File: config.mk
export PLATFORM = sky130hd
export DESIGN_NAME = crm_mod_unit
export DESIGN_NICKNAME = d
export VERILOG_FILES = /design/src/design/crm_pkg.sv /design/src/design/crm_mod_unit.sv
export SDC_FILE = /design/constraint.sdc
export NUM_CORES = 1
export LEC_CHECK = 0
export BUFFER_PORTS_ARGS = -buffer_cell sky130_fd_sc_hd__buf_2
export CAP_MARGIN = 10
export CORE_MARGIN = 3
export CORE_UTILIZATION = 54
export CTS_BUF_LIST = sky130_fd_sc_hd__clkbuf_4 sky130_fd_sc_hd__clkbuf_8
export DETAILED_ROUTE_END_ITERATION = 10
export GPL_ROUTABILITY_DRIVEN = 0
export GPL_TIMING_DRIVEN = 0
export PLACE_DENSITY = 0.86
export SYNTH_ARGS = -nofsm -noshare
export SYNTH_HDL_FRONTEND = slang
export SYNTH_SLANG_ARGS = --single-unit
File: constraint.sdc
create_clock -name clk -period 2.5 [get_ports clk]
set_clock_uncertainty 0.05 [all_clocks]
set_input_delay 0.25 -clock clk [delete_from_list [all_inputs] [get_ports clk]]
set_output_delay 0.25 -clock clk [all_outputs]
set_load 0.01 [all_outputs]
File: src/design/crm_pkg.sv
// Shared types and constants for the conference ring mixer.
// Field widths, request codes and member kinds; no dependencies.
`default_nettype none

package crm_pkg;

  localparam int FUNC_W   = 2;
  localparam int SLOT_W   = 3;
  localparam int SAMPLE_W = 16;
  localparam int FRAME_W  = 11;
  localparam int POS_W    = 10;
  localparam int KIND_W   = 2;
  localparam int COUNT_W  = 3;

  // Slots addressable by the 3-bit slot field.
  localparam int MAX_SLOTS = 1 << SLOT_W;

  typedef enum logic [FUNC_W-1:0] {
    FUNC_WRITE  = 2'd0,
    FUNC_MIX    = 2'd1,
    FUNC_STATUS = 2'd2,
    FUNC_NONE   = 2'd3
  } func_t;

  localparam logic [KIND_W-1:0] KIND_CONSULTANT = 2'd1;
  localparam logic [KIND_W-1:0] KIND_MASTER     = 2'd2;

endpackage

`default_nettype wire

File: src/design/crm_mod_unit.sv
// Reduction of frame length and position modulo the ring depth.
// Reciprocal multiply, then multiply back and subtract, each step registered. Depends on crm_pkg.
`default_nettype none

module crm_mod_unit
  import crm_pkg::*;
#(
  parameter int RING_DEPTH = 1024
) (
  input  wire logic                          clk,
  input  wire logic                          rst_n,
  input  wire logic                          start,
  input  wire logic [FRAME_W-1:0]            frame_length,
  input  wire logic [POS_W-1:0]              position,
  output logic                               done,
  output logic [$clog2(RING_DEPTH)-1:0]      back,
  output logic [$clog2(RING_DEPTH)-1:0]      fwd
);

  localparam int IW = $clog2(RING_DEPTH);
  localparam int RW = FRAME_W + 2;        // reciprocal width
  localparam int PW = FRAME_W + RW;       // operand times reciprocal
  localparam int MW = FRAME_W + IW + 1;   // quotient times depth
  localparam int SH = FRAME_W + IW;
  // ceil(2^SH / depth) gives the exact quotient for any FRAME_W-bit operand
  localparam longint RECIP = ((longint'(1) << SH) + longint'(RING_DEPTH) - 1)
                             / longint'(RING_DEPTH);
  localparam logic [PW-1:0] RECIP_P = PW'(RECIP);
  localparam logic [MW-1:0] DEPTH_M = MW'(RING_DEPTH);

  logic               s0_r;
  logic               s1_r;
  logic               done_r;
  logic [FRAME_W-1:0] n_r;
  logic [FRAME_W-1:0] k_r;
  logic [FRAME_W-1:0] qn_r;
  logic [FRAME_W-1:0] qk_r;
  logic [IW-1:0]      back_r;
  logic [IW-1:0]      fwd_r;
  logic [PW-1:0]      n_prod;
  logic [PW-1:0]      k_prod;
  logic [FRAME_W-1:0] qn_nxt;
  logic [FRAME_W-1:0] qk_nxt;
  logic [MW-1:0]      n_rem;
  logic [MW-1:0]      k_rem;

  // Quotient by reciprocal, then remainder by multiplying back.
  always_comb begin
    n_prod = {{RW{1'b0}}, n_r} * RECIP_P;
    k_prod = {{RW{1'b0}}, k_r} * RECIP_P;
    qn_nxt = FRAME_W'(n_prod >> SH);
    qk_nxt = FRAME_W'(k_prod >> SH);
    n_rem  = {{(IW+1){1'b0}}, n_r} - ({{(IW+1){1'b0}}, qn_r} * DEPTH_M);
    k_rem  = {{(IW+1){1'b0}}, k_r} - ({{(IW+1){1'b0}}, qk_r} * DEPTH_M);
  end

  always_ff @(posedge clk) begin
    if (!rst_n) begin
      s0_r   <= 1'b0;
      s1_r   <= 1'b0;
      done_r <= 1'b0;
    end else begin
      s0_r   <= start;
      s1_r   <= s0_r;
      done_r <= s1_r;
    end
  end

  always_ff @(posedge clk) begin
    if (start) begin
      n_r <= frame_length;
      k_r <= FRAME_W'(position);
    end
    if (s0_r) begin
      qn_r <= qn_nxt;
      qk_r <= qk_nxt;
    end
    if (s1_r) begin
      back_r <= n_rem[IW-1:0];
      fwd_r  <= k_rem[IW-1:0];
    end
  end

  assign done = done_r;
  assign back = back_r;
  assign fwd  = fwd_r;

endmodule

`default_nettype wire

==> metrics.md <==
| Metric | Value |
|---|---|
| Relative slew margins | 0.432 |
| R2r worst-path depth | 0 |
| Worst hold slack | 0.0342 ns |
| Synthesized area | 1280 um2 |
| Met3 Resource Use GR | 0.0654 |
| Via total after detailed routing | 588 |
| Placed cell areas | 1530 um2 |
| Netlist cell types | 3 |
| Hold_buf cts | 0 |
| Peak Freq | 759 MHz |
| Final Cell Area | 1650 um2 |
| YS warnings | 0 |
| Worst-path fanout max | 21 |
| Global-route wire length before repair | 2370 um |
| Met1 GRT Util | 0.129 |
| CTS root buf | clkbuf_4 |
| Post-CTS Setup Repair Bufs | 0 |
| Share of cells above drive strength 1 | 0.520 |
| Vias in the first global route | 543 |
| Worst Hold Class | in2reg |
| Worst setup margin | 1.18 ns |
| Core Footprint | 2230 um2 |
| Power density over cell area | 852 nW/um2 |
| CTS H-tree depth | 2 |
| Fin nets | 121 |
| CTS resizes | 0 |
| Max-slew violation count | 0 |
| Placed instance count | 117 |
| CP arrival | 1.23 ns |
| Worst r2r dst | fwd[6]$_DFFE_PP_ |
| Crit Reg-Reg Startpoint | s1_r$_SDFF_PN0_ |
| Die extent in y | 54.7 um |
| Yosys top cell area share | 0.938 |
| Post-synth ARST share | 0 |
| Via/cell ratio | 4.67 |
| Mean Syn Cell Area | 27.8 um2 |
| Ys flop type | edfxtp_1 |
| Setup-violating endpoint count in the final report | 0 |
| Initial antenna violation count | 0 |
| Fillers | 147 |
| Crit share post-route | 0.527 |
| Clk sinks | 43 |
| WS Path Type | reg2reg |
| Worst Tran Pin Value | 0.851 ns |
| CTS buffer count | 5 |
| Total die area | 2990 um2 |
| GRT overflow | 0 |
| Hold path startpoint | position[9] |
| Clock Tree Buf Depth | 2 |
| Met2 usage | 0.201 |
| Hold Path Cell Cnt | 1 |
| Top post-synthesis cells by count | 40 x edfxtp_1, 3 x and2_1, 3 x dfxtp_1 |
| CTS tree | built |
| Final Hold Vio Count | 0 |
| Row cnt | 17 |
| Post-synthesis register bit count | 43 |
| Synth area leaders | edfxtp_1 94%, dfxtp_1 4.7%, and2_1 1.5% |
| Detailed Routing Iterations Pass 1 | 4 |
| Mapped Nets | 70 |
| Drt drc | 0 |
| Post-route minimum period | 1.32 ns |
| DR iter-0 viols | 8 |
| RSZ-0062 raised after global routing | false |
| Post-synthesis sequential area ratio | 0.985 |
| Pleak | 0.643 nW |
| # port buffers | 43 |
| Busiest grt layer | met2 |
| Clock-pin slew on the worst setup and hold paths | 0.11 ns |
| Antenna-violating nets left | 0 |
| Worst Hold End | k_r[9]$_DFFE_PP_ |
| P&R area growth vs syn | 28.5% |
| Largest net degree at the start of global routing | 22 |
| Outcome | finished clean |
| Fin Setup TNS | 0 ns |
| Layout Cells excl Fill | 126 |
| Place WS | 1.20 ns |
| Reg2Reg Setup Slack | 1.18 ns |
| Syn Inst Count | 46 |
| Io pins | 45 |
| Starting Density | 0.573 |
| Largest area contributor in the netlist | edfxtp_1 |
| Max-Cap Viols | 0 |
| Drt total wl | 1660 um |
| CP startpoint kind | register |
| Maximum vdd drop | 0.704 mV |
| Die width | 54.7 um |
| Most frequent cell after synthesis | edfxtp_1 |
| CP required | 2.42 ns |
| Antenna Cells | 0 |
| Clk_lat worst skew | 0.33 ns |
| DP Wirelength | 1170 um |
| EDFF count, synth | 40 |
| All-Layer GR Usage | 0.125 |
| Critical Path Sink Type | register |
| WL/cell | 13.2 um |
-- cells in the final DEF, fill, tap and decap left out --
cell           count
clkbuf_4           6
and2_1             3
buf_2             43
dfxtp_1            3
dlygate4sd3_1      1
bufinv_16          2
edfxtp_1          40
-- registers in the layout, indices dropped and copies added (netlist names) --
register and cells:
back 10, fwd 10, k_r 10, n_r 10, done 1, s0_r 1, s1_r 1
-- per-stage QoR --
stage,power [mW],utilization
floorplan,0.865,-
global placement,0.896,0.685
detailed placement,0.901,0.685
CTS,1.42,0.732
global route,1.46,0.737
finish,1.40,0.737
-- layout make-up --
class | count | area [um2] | share of cell area
sequential | 43 | 1260 | 0.767
clock buffer | 6 | 45.0 | 0.0274
multi-input combinational | 3 | 18.8 | 0.0114
clock inverter | 2 | 60.1 | 0.0365
timing repair buffer | 44 | 225 | 0.137
tap | 28 | 35.0 | 0.0213
-- layer usage --
metal,vias to the layer above,wire (um)
met2,35,848
met3,0,214
li1,282,-
met5,-,0
met4,0,0
met1,271,597
-- power breakdown --
part	total [mW]	switching, mW	internal (mW)
Clock	0.517	0.194	0.323
Sequential	0.845	0.0136	0.831
Combinational	0.0396	0.0194	0.0202
Total	1.40	0.227	1.17
-- how the worst max path moves through the flow --
stage	endpoint	startpoint	cells past startpoint	slack [ns]
2_1_floorplan	back[0]$_DFFE_PP_	s1_r$_SDFF_PN0_	0	1.36
6_report	fwd[6]$_DFFE_PP_	s1_r$_SDFF_PN0_	0	1.18
3_5_place_dp	fwd[5]$_DFFE_PP_	s1_r$_SDFF_PN0_	0	1.20
3_3_place_gp	back[5]$_DFFE_PP_	s1_r$_SDFF_PN0_	0	1.23
5_1_grt	fwd[6]$_DFFE_PP_	s1_r$_SDFF_PN0_	0	1.11
4_1_cts	fwd[6]$_DFFE_PP_	s1_r$_SDFF_PN0_	0	1.17
-- logic make-up after synthesis --
group	Yosys count	synth area share
flip-flops	43	0.985
AND/OR/NAND/NOR	3	0.0147
Note: power is estimated with default switching activity, not from simulation.
